<file path="src/rtl/core/csremu_pkg.sv">
// ----------------------------------------------------------------------------
// csremu_pkg: shared types and constants of the csr instruction emulator
// opcode fields, csr numbers, result codes and transaction structs
// ----------------------------------------------------------------------------
`default_nettype none

package csremu_pkg;

    localparam int INSN_W  = 32;
    localparam int XLEN    = 64;
    localparam int MODE_W  = 2;
    localparam int REG_W   = 5;
    localparam int CNTEN_W = 5;
    localparam int CSR_W   = 12;

    localparam int S_TDATA_W = 168;
    localparam int M_TDATA_W = 72;
    localparam int M_TUSER_W = 2;

    localparam logic [6:0] OPC_SYSTEM = 7'h73;
    localparam logic [6:0] F7_SFENCE  = 7'h09;

    localparam logic [2:0] F3_PRIV   = 3'd0;
    localparam logic [2:0] F3_CSRRW  = 3'd1;
    localparam logic [2:0] F3_CSRRS  = 3'd2;
    localparam logic [2:0] F3_CSRRC  = 3'd3;
    localparam logic [2:0] F3_CSRRWI = 3'd5;
    localparam logic [2:0] F3_CSRRSI = 3'd6;
    localparam logic [2:0] F3_CSRRCI = 3'd7;

    localparam logic [CSR_W-1:0] ADDR_SATP    = 12'h180;
    localparam logic [CSR_W-1:0] ADDR_CYCLE   = 12'hC00;
    localparam logic [CSR_W-1:0] ADDR_TIME    = 12'hC01;
    localparam logic [CSR_W-1:0] ADDR_INSTRET = 12'hC02;
    localparam logic [CSR_W-1:0] ADDR_HPC3    = 12'hB03;
    localparam logic [CSR_W-1:0] ADDR_HPC4    = 12'hB04;
    localparam logic [CSR_W-1:0] ADDR_HPE3    = 12'h323;
    localparam logic [CSR_W-1:0] ADDR_HPE4    = 12'h324;

    localparam logic [MODE_W-1:0] MODE_USER  = 2'd0;
    localparam logic [MODE_W-1:0] MODE_SUPER = 2'd1;

    localparam logic [CNTEN_W-1:0] CNTEN_ALL   = 5'h1f;
    localparam int                 CNTEN_CY    = 0;
    localparam int                 CNTEN_TM    = 1;
    localparam int                 CNTEN_IR    = 2;
    localparam int                 CNTEN_HPM3  = 3;
    localparam int                 CNTEN_HPM4  = 4;

    localparam logic [3:0] PGMODE_SV39 = 4'h8;

    typedef enum logic [1:0] {
        OUT_DONE    = 2'd0,
        OUT_ILLEGAL = 2'd1,
        OUT_SFENCE  = 2'd2
    } outcome_t;

    typedef enum logic [2:0] {
        SEL_SATP,
        SEL_CYCLE,
        SEL_INSTRET,
        SEL_HPC3,
        SEL_HPC4,
        SEL_HPE3,
        SEL_HPE4
    } csr_sel_t;

    typedef struct packed {
        logic [INSN_W-1:0] instruction;
        logic [XLEN-1:0]   rs1_value;
        logic [MODE_W-1:0] prev_mode;
        logic [XLEN-1:0]   time_now;
    } item_t;

    typedef struct packed {
        outcome_t         outcome;
        logic             rd_write;
        logic [REG_W-1:0] rd_index;
        logic [XLEN-1:0]  rd_value;
    } result_t;

    typedef struct packed {
        logic [XLEN-1:0] satp;
        logic [XLEN-1:0] cycle;
        logic [XLEN-1:0] instret;
        logic [XLEN-1:0] hpc3;
        logic [XLEN-1:0] hpc4;
        logic [XLEN-1:0] hpe3;
        logic [XLEN-1:0] hpe4;
    } csr_state_t;

    typedef struct packed {
        logic            en;
        csr_sel_t        sel;
        logic [XLEN-1:0] data;
    } csr_wr_t;

endpackage

`default_nettype wire

</file>
<file path="src/rtl/core/csremu_exec.sv">
// ----------------------------------------------------------------------------
// csremu_exec: decode and execute of one trapped instruction
// system opcode decode, csr read mux, read-modify-write value and legality
// ----------------------------------------------------------------------------
`default_nettype none

module csremu_exec (
    input  csremu_pkg::item_t      item,
    input  csremu_pkg::csr_state_t csr_state,
    input  wire logic [csremu_pkg::CNTEN_W-1:0] counter_enable,
    output csremu_pkg::result_t    result,
    output csremu_pkg::csr_wr_t    csr_wr
);
    import csremu_pkg::*;

    logic [6:0]       opcode;
    logic [2:0]       funct3;
    logic [6:0]       funct7;
    logic [REG_W-1:0] rs1_num;
    logic [REG_W-1:0] rd_num;
    logic [CSR_W-1:0] csr_num;
    logic [CNTEN_W-1:0] en;
    logic             read_ok;
    logic             write_ok;
    logic             f3_ok;
    logic             wr_needed;
    logic             commit;
    logic [XLEN-1:0]  old_value;
    logic [XLEN-1:0]  new_value;
    logic [XLEN-1:0]  uimm;
    csr_sel_t         sel;

    assign opcode  = item.instruction[6:0];
    assign rd_num  = item.instruction[11:7];
    assign funct3  = item.instruction[14:12];
    assign rs1_num = item.instruction[19:15];
    assign csr_num = item.instruction[31:20];
    assign funct7  = item.instruction[31:25];
    assign uimm    = {{(XLEN-REG_W){1'b0}}, rs1_num};
    assign en      = (item.prev_mode == MODE_USER) ? counter_enable : CNTEN_ALL;

    always_comb begin
        read_ok   = 1'b1;
        write_ok  = 1'b1;
        old_value = '0;
        sel       = SEL_SATP;
        unique case (csr_num)
            ADDR_SATP: begin
                old_value = csr_state.satp;
                write_ok  = (item.prev_mode == MODE_SUPER);
            end
            ADDR_CYCLE: begin
                read_ok   = en[CNTEN_CY];
                old_value = csr_state.cycle;
                sel       = SEL_CYCLE;
            end
            ADDR_TIME: begin
                read_ok   = en[CNTEN_TM];
                old_value = item.time_now;
                write_ok  = 1'b0;
            end
            ADDR_INSTRET: begin
                read_ok   = en[CNTEN_IR];
                old_value = csr_state.instret;
                sel       = SEL_INSTRET;
            end
            ADDR_HPC3: begin
                read_ok   = en[CNTEN_HPM3];
                old_value = csr_state.hpc3;
                sel       = SEL_HPC3;
            end
            ADDR_HPC4: begin
                read_ok   = en[CNTEN_HPM4];
                old_value = csr_state.hpc4;
                sel       = SEL_HPC4;
            end
            ADDR_HPE3: begin
                old_value = csr_state.hpe3;
                sel       = SEL_HPE3;
            end
            ADDR_HPE4: begin
                old_value = csr_state.hpe4;
                sel       = SEL_HPE4;
            end
            default: begin
                read_ok  = 1'b0;
                write_ok = 1'b0;
            end
        endcase
    end

    always_comb begin
        f3_ok     = 1'b1;
        wr_needed = (rs1_num != '0);
        new_value = '0;
        unique case (funct3)
            F3_CSRRW: begin
                new_value = item.rs1_value;
                wr_needed = 1'b1;
            end
            F3_CSRRS:  new_value = old_value | item.rs1_value;
            F3_CSRRC:  new_value = old_value & ~item.rs1_value;
            F3_CSRRWI: begin
                new_value = uimm;
                wr_needed = 1'b1;
            end
            F3_CSRRSI: new_value = old_value | uimm;
            F3_CSRRCI: new_value = old_value & ~uimm;
            default:   f3_ok = 1'b0;
        endcase
    end

    assign commit = (opcode == OPC_SYSTEM)
                 && !(funct3 == F3_PRIV && funct7 == F7_SFENCE)
                 && read_ok && f3_ok && (!wr_needed || write_ok);

    always_comb begin
        result         = '0;
        result.outcome = OUT_ILLEGAL;
        priority if (opcode != OPC_SYSTEM) begin
            result.outcome = OUT_ILLEGAL;
        end else if (funct3 == F3_PRIV && funct7 == F7_SFENCE) begin
            result.outcome = (item.prev_mode == MODE_SUPER) ? OUT_SFENCE : OUT_ILLEGAL;
        end else if (commit) begin
            result.outcome  = OUT_DONE;
            result.rd_write = (rd_num != '0);
            result.rd_index = rd_num;
            result.rd_value = (rd_num != '0) ? old_value : '0;
        end else begin
            result.outcome = OUT_ILLEGAL;
        end
    end

    // satp keeps only sv39 values, other writes still count as done
    assign csr_wr.en   = commit && wr_needed
                      && !(sel == SEL_SATP && new_value[XLEN-1:XLEN-4] != PGMODE_SV39);
    assign csr_wr.sel  = sel;
    assign csr_wr.data = new_value;

endmodule

`default_nettype wire

</file>
<file path="src/rtl/core/csr_instruction_emulator.sv">
// ----------------------------------------------------------------------------
// csr_instruction_emulator: top level of the trapped csr instruction emulator
// input register, then result register; csr update and result capture share one edge
// throughput: 1 transaction per cycle unless m_tready stalls the result
// reset: aresetn synchronous active low clears csr copies, counter_enable, valids
// ----------------------------------------------------------------------------
`default_nettype none

module csr_instruction_emulator (
    input  wire logic                               aclk,
    input  wire logic                               aresetn,
    input  wire logic                               cfg_valid,
    output      logic                               cfg_ready,
    input  wire logic [csremu_pkg::CNTEN_W-1:0]     cfg_data,
    input  wire logic                               s_tvalid,
    output      logic                               s_tready,
    // instruction, rs1_value, prev_mode, time_now, zero pad
    input  wire logic [csremu_pkg::S_TDATA_W-1:0]   s_tdata,
    output      logic                               m_tvalid,
    input  wire logic                               m_tready,
    // rd_write, rd_index, rd_value, zero pad
    output      logic [csremu_pkg::M_TDATA_W-1:0]   m_tdata,
    // outcome
    output      logic [csremu_pkg::M_TUSER_W-1:0]   m_tuser
);
    import csremu_pkg::*;

    logic               in_valid_reg;
    item_t              in_item_reg;
    logic               out_valid_reg;
    result_t            out_result_reg;
    logic [CNTEN_W-1:0] counter_enable_reg;
    csr_state_t         csr_state_reg;
    csr_state_t         csr_state_next;
    item_t              s_item;
    result_t            result;
    csr_wr_t            csr_wr;
    logic               out_free;
    logic               advance;

    assign s_item.instruction = s_tdata[31:0];
    assign s_item.rs1_value   = s_tdata[95:32];
    assign s_item.prev_mode   = s_tdata[97:96];
    assign s_item.time_now    = s_tdata[161:98];

    assign out_free  = !out_valid_reg || m_tready;
    assign advance   = in_valid_reg && out_free;
    assign s_tready  = !in_valid_reg || out_free;
    assign cfg_ready = 1'b1;

    csremu_exec u_exec (
        .item           (in_item_reg),
        .csr_state      (csr_state_reg),
        .counter_enable (counter_enable_reg),
        .result         (result),
        .csr_wr         (csr_wr)
    );

    always_comb begin
        csr_state_next = csr_state_reg;
        if (advance && csr_wr.en) begin
            unique case (csr_wr.sel)
                SEL_SATP:    csr_state_next.satp    = csr_wr.data;
                SEL_CYCLE:   csr_state_next.cycle   = csr_wr.data;
                SEL_INSTRET: csr_state_next.instret = csr_wr.data;
                SEL_HPC3:    csr_state_next.hpc3    = csr_wr.data;
                SEL_HPC4:    csr_state_next.hpc4    = csr_wr.data;
                SEL_HPE3:    csr_state_next.hpe3    = csr_wr.data;
                SEL_HPE4:    csr_state_next.hpe4    = csr_wr.data;
                default:     csr_state_next = csr_state_reg;
            endcase
        end
    end

    always_ff @(posedge aclk) begin
        if (!aresetn) begin
            in_valid_reg       <= 1'b0;
            out_valid_reg      <= 1'b0;
            counter_enable_reg <= '0;
            csr_state_reg      <= '0;
        end else begin
            if (s_tready) begin
                in_valid_reg <= s_tvalid;
            end
            if (out_free) begin
                out_valid_reg <= in_valid_reg;
            end
            if (cfg_valid && cfg_ready) begin
                counter_enable_reg <= cfg_data;
            end
            csr_state_reg <= csr_state_next;
        end
    end

    always_ff @(posedge aclk) begin
        if (s_tvalid && s_tready) begin
            in_item_reg <= s_item;
        end
        if (advance) begin
            out_result_reg <= result;
        end
    end

    assign m_tvalid = out_valid_reg;
    assign m_tdata  = {{(M_TDATA_W-1-REG_W-XLEN){1'b0}}, out_result_reg.rd_value,
                       out_result_reg.rd_index, out_result_reg.rd_write};
    assign m_tuser  = out_result_reg.outcome;

endmodule

`default_nettype wire

</file>
<file path="config.mk">
export PLATFORM = sky130hd
export DESIGN_NAME = csr_instruction_emulator
export DESIGN_NICKNAME = d
export VERILOG_FILES = /design/src/rtl/core/csremu_pkg.sv /design/src/rtl/core/csremu_exec.sv /design/src/rtl/core/csr_instruction_emulator.sv
export SDC_FILE = /design/constraint.sdc
export NUM_CORES = 1
export LEC_CHECK = 0
export BUFFER_PORTS_ARGS = -buffer_cell sky130_fd_sc_hd__buf_2
export CAP_MARGIN = 20
export CELL_PAD_IN_SITES_DETAIL_PLACEMENT = 1
export CELL_PAD_IN_SITES_GLOBAL_PLACEMENT = 1
export CORE_UTILIZATION = 40
export CTS_CLUSTER_SIZE = 12
export DETAILED_ROUTE_END_ITERATION = 10
export PLACE_DENSITY_LB_ADDON = 0.1
export SETUP_SLACK_MARGIN = 0.15
export SYNTH_ARGS = -nofsm -noshare
export SYNTH_HDL_FRONTEND = slang
export SYNTH_SLANG_ARGS = --single-unit
</file>
<file path="constraint.sdc">
create_clock -name aclk -period 17 [get_ports aclk]
set_input_delay 1.7 -clock aclk [delete_from_list [all_inputs] [get_ports aclk]]
set_output_delay 1.7 -clock aclk [all_outputs]
set_load 0.03 [all_outputs]
</file>
# Word level (Yosys, flattened, before mapping)
# Cells that the tools add are included.
[classes] eq_ne=25 bitwise=8 n_mux=11 n_div=0 n_addsub=0 order_cmp=0 shifts=0 n_reduce_logical=37 mul=0
[op_table] operator="$pmux W64 S8" n=1
[op_table] operator="$pmux W64 S6" n=1
[op_table] operator="$and A64 B64 Y64" n=2
[op_table] operator="$not A5 Y64" n=1
[op_table] operator="$not A64 Y64" n=1
[op_table] operator="$or A64 B5 Y64" n=1
[op_table] operator="$or A64 B64 Y64" n=1
[op_table] operator="$eq A12 B12 Y1 const B" n=5
[op_table] operator="$eq A12 B10 Y1 const B" n=2
[op_table] operator="$eq A3 B3 Y1 const B" n=6
[op_table] operator="$pmux W3 S6" n=1
[op_table] operator="$reduce_and A2 Y1" n=7
[op_table] operator="$eq A12 B9 Y1 const B" n=1
[op_table] operator="$eq A3 B2 Y1 const B" n=4
[op_table] operator="$reduce_or A6 Y1" n=2
[op_table] operator="$logic_and A1 B1 Y1" n=11
[op_table] operator="$reduce_bool A5 Y1" n=2
[op_table] operator="$eq A7 B4 Y1 const B" n=1
[op_table] operator="$eq A7 B7 Y1 const B" n=1
[op_table] operator="$ne A7 B7 Y1 const B" n=1
[op_table] operator="$eq A3 B1 Y1 const B" n=2
[op_table] operator="$logic_not A3 Y1" n=2
[op_table] operator="$pmux W1 S6" n=1
[op_table] operator="$reduce_or A3 Y1" n=2
[op_table] operator="other kinds (12)" n=22
[word_totals] n_memories=0 wordCells=99 ramBits=0 register_bits=689 latch_bits=0 output_inout_bits=77 inputBits=178 rom_bits=0

# Longest topological paths before layout
[depth] ltp_word=11 depth_mapped=13

# Modules after synthesis
# Synthesis repeated with hierarchy kept, for this count alone.
[unflattened] hier_cells=2603 hier_area_um2=28742.6
[by_module_without_submodules] module="csr_instruction_emulator" area_per_inst_um2=23482.5 cells_each=1792 instances=1
[by_module_without_submodules] module="csremu_exec" area_per_inst_um2=5260.0 cells_each=811 instances=1

# Worst setup path after synthesis
# OpenSTA, ideal clock, no wires.
[synth_path] kind="input-to-reg" from="in m_tready" to="reg csr_state_reg[280] (netlist bit)" setup_ns=0.128 arrival_ns=6.835 path_stages=9 slack_ns=10.038 cell_sequence="nor2b_1 -> nor2b_1 -> and3b_1 -> clkbuf_1 -> o41ai_4 -> nor3_2 -> buf_4 -> mux2i_1 -> nor2_1"
[synth_between] elab_chain_len=4
[synth_lines] item="from (decl)" line_no="csr_instruction_emulator.sv:20" source="input wire logic m_tready,"
[synth_lines] item="$logic_or A1 B1 Y1" line_no="csr_instruction_emulator.sv:46" source="assign out_free = !out_valid_reg || m_tready;"
[synth_lines] item="$logic_and A1 B1 Y1" line_no="csr_instruction_emulator.sv:47" source="assign advance = in_valid_reg && out_free;"
[synth_lines] item="net advance" line_no="csr_instruction_emulator.sv:39" source="logic advance;"
[synth_lines] item="$logic_and A1 B1 Y1" line_no="csr_instruction_emulator.sv:61" source="if (advance && csr_wr.en) begin"
[synth_lines] item="$reduce_and A2 Y1 (no source line)"
[synth_lines] item="to (signal assigned)" line_no="csr_instruction_emulator.sv:91" source="csr_state_reg <= csr_state_next;"
[synth_lines] item="to (decl)" line_no="csr_instruction_emulator.sv:33" source="csr_state_t csr_state_reg;"
# The timed path passes the listed nets, and every way through them passes these cells.
# A chain may end at the register's enable or synchronous reset.

# Worst setup path in the final report
[layout_path] from="reg in_item_reg[143] (netlist bit)" to="reg csr_state_reg[396] (netlist bit)"
[layout_between] elab_chain_len=11 word_cells_on_any_way=27
[layout_lines] item="from (decl)" line_no="csr_instruction_emulator.sv:29" source="item_t in_item_reg;"
[layout_lines] item="from (signal assigned)" line_no="csr_instruction_emulator.sv:97" source="in_item_reg <= s_item;"
[layout_lines] item="parallel branches: the longest is 11 deep, another holds $pmux W64 S6"
# Several ways; the timed one is not identified.

==> flow_metrics.py <==
metrics = {
    "outcome": {
        "outcome": "complete, no violations",
    },
    "drt": {
        "drt-initial-drc-count": 2288,
        "firstDrtPassIters": 8,
        "drc": 0,
        "vias_per_cell": 6.187,
        "drt.antenna.violating_nets": 0,
        "drt_wl_total_microns": 109100,
        "vias": 24970,
        "wire_per_inst_microns": 27.03,
    },
    "job": {
        "drv_cap": 0,
    },
    "logic_synthesis": {
        "synth.largest_area_cell": "dfxtp_1",
        "synth.ff_latch_count": 689,
        "synth_cell_types": 93,
        "synth_top_area_share": 0.3153,
        "async_flop_share": 0,
        "synth_area_leaders": "dfxtp_1, edfxtp_1, a211oi_1",
        "synthTopCellsByCount": "dfxtp_1, nor2_1, nand2_1",
        "ys_seq_area_frac": 0.5586,
        "synth-edff-count": 234,
        "ys_warn_count": 0,
        "ys.flop_type": "dfxtp_1",
        "syn_inst": 2887,
        "syn_area_sq_um": 28890,
        "synth.most_common_cell": "dfxtp_1",
        "avgSynthCellArea_sq_um": 10.01,
    },
    "sta": {
        "holdWs_ps": 451.0,
        "slew_violations": 0,
        "worstMarginPinSlew_ps": 1164,
        "hold_viol": 0,
        "rsz0062_at_grt": "no",
        "min_period_ps": 5632,
        "fmax_ghz": 0.1776,
        "skew_ps": 19.76,
        "fin_crit_sh": 0.3313,
        "tns_ps": 0,
        "slew_headroom": 0.2238,
        "finalSetupViolCount": 0,
    },
    "worst_setup_path": {
        "endpoint_kind": "flop",
        "timing.rr.end": "csr_state_reg[396]$_SDFFE_PN0P_",
        "path_cells": "buf_4 -> buf_4 -> nor2_1 -> nor4_1 -> and3b_1 -> nand3_1 -> nor3b_2 -> buf_4 -> and2_4 -> buf_4 -> o21ai_0",
        "slowest_stage": "nor4_1",
        "crit_arrival_ps": 6090,
        "ff2ff_setup_slack_ps": 11370,
        "crit_required_ps": 17460,
        "rr_startpoint": "in_item_reg[143]$_DFFE_PP_",
        "worstRegToRegCells": 11,
        "start_kind": "flop",
        "path_common_cell": "buf_4",
        "cp_max_fo": 46,
        "crit_type": "flop to flop",
        "cp_slowest_stage_delay_ps": 730,
    },
    "global_routing": {
        "grt_pass1_vias": 26180,
        "grt_pass1_wl_microns": 163300,
        "grt.busiest_layer": "met2",
        "use_met3": 0.04021,
        "antenna_found_initial": 0,
        "grt_max_degree": 113,
        "track_usage": 0.2926,
        "grt.overflow.total": 0,
        "grtUsageMet1": 0.3833,
        "grtUsageMet2": 0.4899,
    },
    "floorplan": {
        "fp.dieH_microns": 270.7,
        "initial_core_util": 0.4041,
        "fp.dieW_microns": 270.7,
        "die_area_sq_um": 73290,
        "core_area_sq_um": 71490,
        "num_rows": 98,
        "pin_count": 255,
    },
    "pwr": {
        "finalPower_mw": 3.680,
        "irDropWorstVdd_mv": 0.1107,
        "p_per_area_nw_per_um2": 109.9,
        "p_leak_nw": 11.31,
    },
    "cells_and_area": {
        "finish.utilization": 0.4684,
        "area_growth_pct": 15.93,
        "drive_gt1_frac": 0.1656,
        "largest_reg_flops": 448,
        "final_nets": 3197,
        "final_cells": 4036,
        "fill_cells": 7906,
        "num_antenna_cells": 0,
    },
    "cts": {
        "cts_buffer_depth": 3,
        "clk_latency_ps": 630,
        "cts_root_buf": "clkbuf_16",
        "cts_made_buffers": 79,
        "cts.clk_slew.worst_paths_ps": 60,
        "cts_tree": "done",
        "htree_num_levels": 3,
        "cts_hold_buf": 0,
        "post_cts_buffers": 0,
        "cts_resized": 0,
        "cts_sinks": 689,
    },
    "min_path": {
        "hold_class": "flop to flop",
        "hold_depth": 2,
        "min_to": "csr_state_reg[253]$_SDFFE_PN0P_",
        "worstHoldStart": "csr_state_reg[253]$_SDFFE_PN0P_",
    },
    "place": {
        "portBuffers": 245,
        "dp.cells": 3887,
        "place.gp.congestion": 0.8523,
        "place_hpwl_microns": 64180,
    },
}
[layout by cell type, fill, tap and decap left out, drive strengths merged, types with 38 or more instances in the layout]
cell | synthesis | final
nand2 | 300 | 300
nand4 | 41 | 41
nand3 | 57 | 57
a22oi | 123 | 123
a21oi | 157 | 157
buf | 89 | 313
nor2 | 375 | 375
a211oi | 260 | 260
dfxtp | 455 | 455
edfxtp | 234 | 234
mux2i | 44 | 44
a222oi | 38 | 38
o21ai | 120 | 120
clkbuf | 175 | 117
a31oi | 50 | 50
[report_power, final]
part	switching, mW	internal (mW)
clock	0.704	1.03
sequential	0.0180	1.74
combinational	0.142	0.0451
total	0.863	2.82
[logic make-up after synthesis]
kind of cell,share of synthesized area
AO/OA/AOI/OAI,0.2188
XOR/XNOR,0.0009098
buffers and inverters,0.04253
flip-flops,0.5586
multiplexers,0.02226
other,0.0002600
AND/OR/NAND/NOR,0.1567
[worst max path at each step]
stage / from / to / slack [ps] / cells after the start
final: in_item_reg[143]$_DFFE_PP_ / csr_state_reg[396]$_SDFFE_PN0P_ / 11370 / 11
after CTS: in_item_reg[143]$_DFFE_PP_ / csr_state_reg[396]$_SDFFE_PN0P_ / 11500 / 11
after detailed placement: in_item_reg[143]$_DFFE_PP_ / csr_state_reg[435]$_SDFFE_PN0P_ / 11420 / 11
after floorplan: m_tready / csr_state_reg[280]$_SDFFE_PN0P_ / 10040 / 9
after global placement: in_item_reg[143]$_DFFE_PP_ / csr_state_reg[402]$_SDFFE_PN0P_ / 11580 / 11
after global routing: in_item_reg[151]$_DFFE_PP_ / csr_state_reg[307]$_SDFFE_PN0P_ / 11330 / 12
[critical path: cells and delay by family (launching register included)]
kind            cells  cell delay, ps
buf+inv             4            2290
simple gates        6            2380
compound gates      1             220
flops               1             320
[area by class of cell]
type / instances / area, sq um / share of cell area
clock inverter: 31 / 230.2 / 0.006875
sequential: 689 / 16140 / 0.4818
inverter: 13 / 57.56 / 0.001719
tap: 950 / 1189 / 0.03550
multi-input combinational: 1922 / 11680 / 0.3488
clock buffer: 117 / 2426 / 0.07245
timing repair buffer: 314 / 1768 / 0.05279
[routing by layer]
metal	vias to the layer above	wire length, microns
li1	11060	-
met3	238	6932
met4	0	3748
met5	-	0
met1	12730	46080
met2	945	52330
[per-stage QoR]
step	setup slack, ps	instance area, sq um
3_3_place_gp	11580	30800
5_1_grt	11330	33490
2_1_floorplan	10040	28890
6_report	11370	33490
3_5_place_dp	11420	30820
4_1_cts	11500	33470
(Power assumes the default switching activity.)
